===== src/hw/rtl/ccfp_pkg.sv =====
package ccfp_pkg;

    // Request kinds carried in s_tuser.
    typedef enum logic [1:0] {
        REQ_PUT  = 2'd0,
        REQ_RX   = 2'd1,
        REQ_POP  = 2'd2,
        REQ_NONE = 2'd3
    } req_t;

    // Configuration register indexes (byte address is 4 times the index).
    localparam logic [1:0] REG_UNIT_CAN_ID     = 2'd0;
    localparam logic [1:0] REG_DATA_CMD_CODE   = 2'd1;
    localparam logic [1:0] REG_SWITCH_CMD_CODE = 2'd2;

    localparam logic [7:0] SWITCH_ON = 8'hA5;
    localparam logic [7:0] NEWLINE   = 8'h0A;
    localparam logic [2:0] MAX_CHARS = 3'd7;

    localparam int RING_DEPTH_DEF = 32;

    localparam int CHARS_W = 56;
    localparam int LEN_W   = 4;
    localparam int ENTRY_W = CHARS_W + LEN_W;

    typedef struct packed {
        logic [31:0] unit_can_id;
        logic [7:0]  data_cmd_code;
        logic [7:0]  switch_cmd_code;
    } cfg_t;

    // A frame closed by the assembler, offered to the ring.
    typedef struct packed {
        logic               close;
        logic [LEN_W-1:0]   len;
        logic [CHARS_W-1:0] chars;
    } close_req_t;

    typedef struct packed {
        logic hit;
        logic ovf;
    } ring_stat_t;

    typedef struct packed {
        logic frame_valid;
        logic char_taken;
        logic overflow;
    } res_meta_t;

endpackage


===== src/hw/rtl/ccfp_cfg.sv =====
module ccfp_cfg
    import ccfp_pkg::*;
(
    input  logic        aclk,
    input  logic        aresetn,
    input  logic        psel,
    input  logic        penable,
    input  logic        pwrite,
    input  logic [3:0]  paddr,
    input  logic [31:0] pwdata,
    output logic [31:0] prdata,
    output logic        pready,
    output cfg_t        cfg
);

    cfg_t cfg_reg;
    logic wr_en;

    assign pready = 1'b1;
    assign wr_en  = psel & penable & pwrite & pready;
    assign cfg    = cfg_reg;

    always_ff @(posedge aclk) begin
        if (!aresetn) begin
            cfg_reg <= '0;
        end else if (wr_en) begin
            unique case (paddr[3:2])
                REG_UNIT_CAN_ID:     cfg_reg.unit_can_id     <= pwdata;
                REG_DATA_CMD_CODE:   cfg_reg.data_cmd_code   <= pwdata[7:0];
                REG_SWITCH_CMD_CODE: cfg_reg.switch_cmd_code <= pwdata[7:0];
                default: ;
            endcase
        end
    end

    always_comb begin
        unique case (paddr[3:2])
            REG_UNIT_CAN_ID:     prdata = cfg_reg.unit_can_id;
            REG_DATA_CMD_CODE:   prdata = {24'd0, cfg_reg.data_cmd_code};
            REG_SWITCH_CMD_CODE: prdata = {24'd0, cfg_reg.switch_cmd_code};
            default:             prdata = '0;
        endcase
    end

endmodule


===== src/hw/rtl/ccfp_asm.sv =====
module ccfp_asm
    import ccfp_pkg::*;
(
    input  logic        aclk,
    input  logic        aresetn,
    input  logic        accept,
    input  req_t        req,
    input  logic [7:0]  char_in,
    input  logic [31:0] rx_id,
    input  logic [7:0]  rx_first_byte,
    input  logic [7:0]  rx_second_byte,
    input  cfg_t        cfg,
    output close_req_t  close_req,
    output logic        char_taken
);

    logic [7:0]         switch_reg, switch_next;
    logic [CHARS_W-1:0] chars_reg, chars_next;
    logic [2:0]         count_reg, count_next;

    always_comb begin
        logic [CHARS_W-1:0] filled;
        logic [2:0]         count_inc;
        logic               put_ok;
        logic               close;

        put_ok    = accept && (req == REQ_PUT) && (switch_reg == SWITCH_ON);
        count_inc = count_reg + 3'd1;
        filled    = chars_reg;
        for (int b = 0; b < 7; b++) begin
            if (count_reg == 3'(b)) begin
                filled[b*8 +: 8] = char_in;
            end
        end
        close = put_ok && ((char_in == NEWLINE) || (count_inc == MAX_CHARS));

        switch_next = switch_reg;
        if (accept && (req == REQ_RX) && (rx_id == cfg.unit_can_id)
            && (rx_first_byte == cfg.switch_cmd_code)) begin
            switch_next = rx_second_byte;
        end

        chars_next = chars_reg;
        count_next = count_reg;
        if (close) begin
            chars_next = '0;
            count_next = '0;
        end else if (put_ok) begin
            chars_next = filled;
            count_next = count_inc;
        end

        // The length code counts the command byte as well.
        close_req.close = close;
        close_req.len   = {1'b0, count_inc} + 4'd1;
        close_req.chars = filled;
        char_taken      = put_ok;
    end

    always_ff @(posedge aclk) begin
        if (!aresetn) begin
            switch_reg <= '0;
            chars_reg  <= '0;
            count_reg  <= '0;
        end else begin
            switch_reg <= switch_next;
            chars_reg  <= chars_next;
            count_reg  <= count_next;
        end
    end

endmodule


===== src/hw/rtl/ccfp_ring.sv =====
module ccfp_ring
    import ccfp_pkg::*;
#(
    parameter int RING_DEPTH = RING_DEPTH_DEF
)
(
    input  logic               aclk,
    input  logic               aresetn,
    input  logic               pop_req,
    input  close_req_t         close_req,
    output ring_stat_t         stat,
    output logic [ENTRY_W-1:0] rdata
);

    localparam int PTR_W = $clog2(RING_DEPTH);
    localparam logic [PTR_W-1:0] LAST_SLOT = PTR_W'(RING_DEPTH - 1);

    logic [ENTRY_W-1:0] mem [RING_DEPTH];
    logic [ENTRY_W-1:0] rdata_reg;
    logic [PTR_W-1:0]   wr_reg, wr_next, wr_inc;
    logic [PTR_W-1:0]   rd_reg, rd_next, rd_inc;
    logic               full, empty, push_do, pop_do;

    assign wr_inc  = (wr_reg == LAST_SLOT) ? '0 : wr_reg + 1'b1;
    assign rd_inc  = (rd_reg == LAST_SLOT) ? '0 : rd_reg + 1'b1;
    // One slot stays unused so that full and empty differ.
    assign full    = (wr_inc == rd_reg);
    assign empty   = (wr_reg == rd_reg);
    assign push_do = close_req.close && !full;
    assign pop_do  = pop_req && !empty;
    assign wr_next = push_do ? wr_inc : wr_reg;
    assign rd_next = pop_do ? rd_inc : rd_reg;

    assign stat.hit = pop_do;
    assign stat.ovf = close_req.close && full;
    assign rdata    = rdata_reg;

    always_ff @(posedge aclk) begin
        if (!aresetn) begin
            wr_reg <= '0;
            rd_reg <= '0;
        end else begin
            wr_reg <= wr_next;
            rd_reg <= rd_next;
        end
    end

    always_ff @(posedge aclk) begin
        if (push_do) begin
            mem[wr_reg] <= {close_req.len, close_req.chars};
        end
    end

    always_ff @(posedge aclk) begin
        if (pop_do) begin
            rdata_reg <= mem[rd_reg];
        end
    end

endmodule


===== src/hw/rtl/ccfp_out.sv =====
module ccfp_out
    import ccfp_pkg::*;
(
    input  logic               aclk,
    input  logic               aresetn,
    input  logic               accept,
    input  res_meta_t          meta,
    input  logic [ENTRY_W-1:0] rdata,
    output logic               s_tready,
    output logic               m_tvalid,
    input  logic               m_tready,
    output logic [63:0]        m_tdata,
    output logic [0:0]         m_tuser
);

    logic               p_valid_reg, p_valid_next;
    res_meta_t          p_meta_reg;
    logic               o_valid_reg, o_valid_next;
    logic [63:0]        o_data_reg, o_data_next;
    logic               o_frame_reg, o_frame_next;
    logic               p_move;

    assign p_move   = !o_valid_reg || m_tready;
    assign s_tready = !p_valid_reg || p_move;

    always_comb begin
        logic [LEN_W-1:0]   len;
        logic [CHARS_W-1:0] chars;

        len   = p_meta_reg.frame_valid ? rdata[ENTRY_W-1 -: LEN_W] : '0;
        chars = p_meta_reg.frame_valid ? rdata[CHARS_W-1:0] : '0;

        p_valid_next = p_move ? accept : (p_valid_reg || accept);
        o_valid_next = p_move ? p_valid_reg : o_valid_reg;
        o_data_next  = o_data_reg;
        o_frame_next = o_frame_reg;
        if (p_move && p_valid_reg) begin
            o_data_next  = {2'b00, p_meta_reg.overflow, p_meta_reg.char_taken, chars, len};
            o_frame_next = p_meta_reg.frame_valid;
        end
    end

    always_ff @(posedge aclk) begin
        if (!aresetn) begin
            p_valid_reg <= 1'b0;
            o_valid_reg <= 1'b0;
        end else begin
            p_valid_reg <= p_valid_next;
            o_valid_reg <= o_valid_next;
        end
    end

    always_ff @(posedge aclk) begin
        if (accept) begin
            p_meta_reg <= meta;
        end
        o_data_reg  <= o_data_next;
        o_frame_reg <= o_frame_next;
    end

    assign m_tvalid   = o_valid_reg;
    assign m_tdata    = o_data_reg;
    assign m_tuser[0] = o_frame_reg;

endmodule


===== src/hw/rtl/char_to_can_frame_packer.sv =====
// Channel  | Direction | Handshake          | Contents
// s_       | in        | s_tvalid/s_tready  | requests: put character, CAN message, pop
// m_       | out       | m_tvalid/m_tready  | one result word for every request
// APB      | in        | psel/penable       | unit_can_id, data_cmd_code, switch_cmd_code
//
// One request word is accepted per cycle while s_tready is high. Its result is registered
// first in the frame ring's read port and the pipeline stage, then in the output register.
// Reset (aresetn, synchronous, active low) clears pointers, assembly and switch.
// The ring memory needs no clearing pass, since only written slots are read.
// A stall on m_tready fills the output register and then the pipeline stage.
// Only after both are full does it drop s_tready.
module char_to_can_frame_packer
    import ccfp_pkg::*;
#(
    parameter int RING_DEPTH = RING_DEPTH_DEF
)
(
    input  logic        aclk,
    input  logic        aresetn,
    // Request channel.
    input  logic        s_tvalid,
    output logic        s_tready,
    // char_in [7:0], rx_id [39:8], rx_first_byte [47:40], rx_second_byte [55:48]
    input  logic [55:0] s_tdata,
    // req_type [1:0]
    input  logic [1:0]  s_tuser,
    // Result channel.
    output logic        m_tvalid,
    input  logic        m_tready,
    // frame_length [3:0], frame_chars [59:4], char_taken [60], overflow [61], zero [63:62]
    output logic [63:0] m_tdata,
    // frame_valid [0]
    output logic [0:0]  m_tuser,
    // Configuration port.
    input  logic        psel,
    input  logic        penable,
    input  logic        pwrite,
    input  logic [3:0]  paddr,
    input  logic [31:0] pwdata,
    output logic [31:0] prdata,
    output logic        pready
);

    cfg_t               cfg;
    req_t               req;
    logic               accept;
    close_req_t         close_req;
    logic               char_taken;
    ring_stat_t         ring_stat;
    logic [ENTRY_W-1:0] ring_rdata;
    res_meta_t          meta;

    // A word enters the block when both sides of the request handshake agree.
    assign accept = s_tvalid && s_tready;
    assign req    = req_t'(s_tuser);

    ccfp_cfg u_cfg (
        .aclk    (aclk),
        .aresetn (aresetn),
        .psel    (psel),
        .penable (penable),
        .pwrite  (pwrite),
        .paddr   (paddr),
        .pwdata  (pwdata),
        .prdata  (prdata),
        .pready  (pready),
        .cfg     (cfg)
    );

    // The assembler holds the switch byte and the partly filled frame. It
    // closes a frame on a newline or on the seventh character.
    ccfp_asm u_asm (
        .aclk           (aclk),
        .aresetn        (aresetn),
        .accept         (accept),
        .req            (req),
        .char_in        (s_tdata[7:0]),
        .rx_id          (s_tdata[39:8]),
        .rx_first_byte  (s_tdata[47:40]),
        .rx_second_byte (s_tdata[55:48]),
        .cfg            (cfg),
        .close_req      (close_req),
        .char_taken     (char_taken)
    );

    // The ring stores closed frames. A frame that closes while the ring is
    // full is dropped, and the result word flags the overflow.
    ccfp_ring #(
        .RING_DEPTH (RING_DEPTH)
    ) u_ring (
        .aclk      (aclk),
        .aresetn   (aresetn),
        .pop_req   (accept && (req == REQ_POP)),
        .close_req (close_req),
        .stat      (ring_stat),
        .rdata     (ring_rdata)
    );

    assign meta.frame_valid = ring_stat.hit;
    assign meta.char_taken  = char_taken;
    assign meta.overflow    = ring_stat.ovf;

    // The flags are registered next to the ring read data. Then the result
    // word is built and registered.
    ccfp_out u_out (
        .aclk     (aclk),
        .aresetn  (aresetn),
        .accept   (accept),
        .meta     (meta),
        .rdata    (ring_rdata),
        .s_tready (s_tready),
        .m_tvalid (m_tvalid),
        .m_tready (m_tready),
        .m_tdata  (m_tdata),
        .m_tuser  (m_tuser)
    );

endmodule


===== config.mk =====
export PLATFORM = sky130hd
export DESIGN_NAME = char_to_can_frame_packer
export DESIGN_NICKNAME = d
export VERILOG_FILES = /design/src/hw/rtl/ccfp_pkg.sv /design/src/hw/rtl/ccfp_cfg.sv /design/src/hw/rtl/ccfp_asm.sv /design/src/hw/rtl/ccfp_ring.sv /design/src/hw/rtl/ccfp_out.sv /design/src/hw/rtl/char_to_can_frame_packer.sv
export SDC_FILE = /design/constraint.sdc
export NUM_CORES = 2
export LEC_CHECK = 0
export BUFFER_PORTS_ARGS = -buffer_cell sky130_fd_sc_hd__buf_4
export CELL_PAD_IN_SITES_DETAIL_PLACEMENT = 1
export CELL_PAD_IN_SITES_GLOBAL_PLACEMENT = 2
export CORE_ASPECT_RATIO = 2
export CORE_MARGIN = 1
export CORE_UTILIZATION = 54
export CTS_BUF_LIST = sky130_fd_sc_hd__clkbuf_8 sky130_fd_sc_hd__clkbuf_16
export CTS_CLUSTER_DIAMETER = 50
export DETAILED_ROUTE_END_ITERATION = 10
export HOLD_SLACK_MARGIN = 0.1
export PLACE_DENSITY = 0.95
export SLEW_MARGIN = 5
export SYNTH_ARGS = -nofsm -noshare
export SYNTH_HDL_FRONTEND = slang
export SYNTH_HIERARCHICAL = 1
export SYNTH_SLANG_ARGS = --single-unit

===== constraint.sdc =====
create_clock -name aclk -period 7.6 [get_ports aclk]
set_input_delay 0.76 -clock aclk [delete_from_list [all_inputs] [get_ports aclk]]
set_output_delay 0.76 -clock aclk [all_outputs]
set_load 0.02 [all_outputs]

==> qor.yml <==
rsz0062_at_grt: "no"
finalMaxSlewViolations: 0
cts_buffers: 186
ys_async_sr_fraction_pct: 0
multi_input_area_um2: 19100
fin_crit_sh_pct: 71.0
overflow: 0
drt-initial-drc-count: 5710
dp_hpwl_mm: 124
clk_path_buf_depth: 4
grt_pass1_wl_mm: 347
synth-seq-area-share_pct: 76.2
synth_cell_types: 57
grtUsageTotal_pct: 31.9
dp_cells: 5871
largest_reg_flops: 1920
vias_per_cell: 6.91
worst_pin_slew_ps: 1310
synth_edf_count: 2046
fin_crit_ps: 5400
cts_tree: "built"
p_total_w: 0.0228
seq_area_um2: 64000
path_clk_slew_ps: 70
synth_area_leaders: "edfxtp_1 73%, mux4_2 16%, dfxtp_1 3.0%"
synth-xor-area-share_pct: 0.542
drc: 0
dieWidth_um: 281
wl_per_cell_um: 39.8
outcome: "finished clean"
synth_top_cell_by_area: "edfxtp_1"
synth_top_family_by_area: "multiplexers"
max_freq_mhz: 185
tns_ps: 0
slew_headroom_pct: 12.6
clkLatencyLatePin_ps: 850
crit_type: "flip-flop to flip-flop"
cts.hold.buffers_added: 0
critPathMaxStageDelay_ps: 1190
portBuffers: 195
n_fill_cell: 12600
hp-class: "input pin to flip-flop"
setup_violations: 0
crit_slowest_cell: "dfxtp_1"
area_growth_syn_to_layout_pct: 11.6
postLayoutCoreUtil_pct: 60.7
ys_ff_latch: 2173
cp-start-kind: "flip-flop"
syn_area_per_cell_um2: 22.4
worstPathMaxFanout: 43
cts_root_buf: "clkbuf_16"
antenna_found_initial: 8
p_leak_nw: 26.9
syn_inst: 3745
instances_no_fill: 6206
endpoint_kind: "flip-flop"
drive_gt1_share_pct: 33.1
synth_top_area_share_pct: 73.1
gp_congestion: 0.775
die_y_um: 560
cts_resized: 0
ant_nets: 0
cp_common_cell: "ha_1"
rows: 204
synth_ff_type: "edfxtp_1"
grt_max_degree: 151
grt_pass1_vias: 45400
maxCapViolCount: 0
ir_drop_mv: 0.210
clock-sinks: 2173
crit_chain: "ha_1 > ha_1 > inv_1 > ha_1 > a21oi_1 > and2b_1 > a21boi_4 > and3_4 > buf_4"
io_pins: 201
ctsHtreeMaxLevel: 4
cts_setup_buffers: 0
totalWireLength_mm: 247
synth_area_um2: 84000
powerDensity_nw_per_um2: 243
hold_violations: 0
initial_core_util_pct: 54.4
layout.nets: 4113
dieArea_um2: 157000
synth_fa_ha_area_share_pct: 0.194
crit_arrival_ps: 5850
synthSimpleGateAreaFrac_pct: 2.74
synth_compound_area_share_pct: 0.652
worstPathRequired_ps: 8050
synth.area.mux_share_pct: 18.4
vias: 42900
dr.pass1.iters: 5
skew_ps: 58.9
ys_warn_count: 6
fp.coreArea_um2: 154000
==> final timing paths <==
kind              cells after the start  slack (ps)                start           endpoint
setup reg to reg                      9        2200   u_asm/count_reg[0]  u_ring/mem[2][10]
hold / removal                        3         190           pwdata[13]      u_cfg/cfg[29]
setup / recovery                      9        2200   u_asm/count_reg[0]  u_ring/mem[2][10]
hold reg to reg                       0         440  u_out/p_meta_reg[1]  u_out/m_tdata[60]
==> placed cells by master (no fill, tap or decap), types with 5 or more instances in the layout <==
master,count
nand4_1,12
o31ai_1,8
xnor2_1,20
clkinv_1,24
mux2_2,116
and3_1,8
nor4_1,15
clkinv_4,5
ha_1,13
dfxtp_4,5
nor2_1,15
a21oi_2,10
clkinv_8,5
o21ai_0,13
and2_2,48
clkinvlp_4,14
nand2_1,150
clkinv_2,33
clkbuf_16,188
mux2i_1,63
nor3_1,12
and2_1,39
a21oi_1,49
nor2b_1,8
buf_4,271
edfxtp_1,2046
and3_4,32
bufinv_16,13
xor2_1,31
mux4_2,600
dfxtp_1,122
inv_1,39
inv_8,5
nor3b_1,5
clkbuf_8,8
nand2b_1,48
==> synth_stat cells, types with 9 or more instances <==
library cell	instances
edfxtp_1	2046
mux4_2	600
nand2_1	150
dfxtp_1	127
mux2_2	116
clkbuf_1	106
mux2i_1	63
a21oi_1	49
nand2b_1	49
and2_2	48
and3_1	40
and2_1	39
buf_4	39
buf_2	38
xor2_1	31
xnor2_1	21
nor2_1	15
nor4_1	15
ha_1	13
o21ai_0	13
buf_1	12
nand4_1	12
nor3_1	12
a21oi_2	10
nor2b_1	9
==> logic make-up after synthesis <==
logic type / Yosys count
flip-flops: 2173
AND/OR/NAND/NOR: 417
XOR/XNOR: 52
AO/OA/AOI/OAI: 91
multiplexers: 779
adder cells (fa/ha/maj): 13
buffers and inverters: 218
other: 2
==> final cells by class <==
type	instances	area share, %
timing repair buffer	275	2.25
sequential	2173	68.2
clock inverter	135	1.17
inverter	8	0.0347
antenna	4	0.0107
tap	2060	2.75
multi-input combinational	1355	20.4
clock buffer	196	5.13
==> per-layer routing <==
| metal | track usage (%) | share of wire, % | up-vias |
|---|---|---|---|
| li1 | - | - | 16000 |
| met1 | 37.3 | 32 | 22400 |
| met2 | 55.5 | 52 | 3552 |
| met4 | 18.7 | 6.9 | 8 |
| met5 | 0 | 0.023 | - |
| met3 | 5.25 | 9.4 | 899 |
==> through the flow <==
| stage | worst slack, ps | area (um^2) | hold slack, ps |
|---|---|---|---|
| floorplan | 3030 | 84000 | 400 |
| global placement | 2120 | 87800 | 410 |
| detailed placement | 1720 | 87800 | 417 |
| CTS | 1950 | 93800 | 155 |
| global route | 2140 | 93800 | 188 |
| finish | 2200 | 93800 | 187 |
==> power breakdown <==
part / internal, W / total (W) / switching [W]
combinational: 0.0000772 / 0.000219 / 0.000142
sequential: 0.0129 / 0.0129 / 0.00000982
clock: 0.00507 / 0.00961 / 0.00454
total: 0.0181 / 0.0228 / 0.00469
==> worst max-delay path: cells and delay by family, from the launching register on <==
family / cells / cell delay, ps
buffers and inverters: 2 / 660
and+or+nand+nor: 2 / 1430
AOI/OAI and AO/OA: 2 / 780
DFF: 1 / 1190
adders and majority gates: 3 / 850
Note: power is estimated with default switching activity, not from simulation.
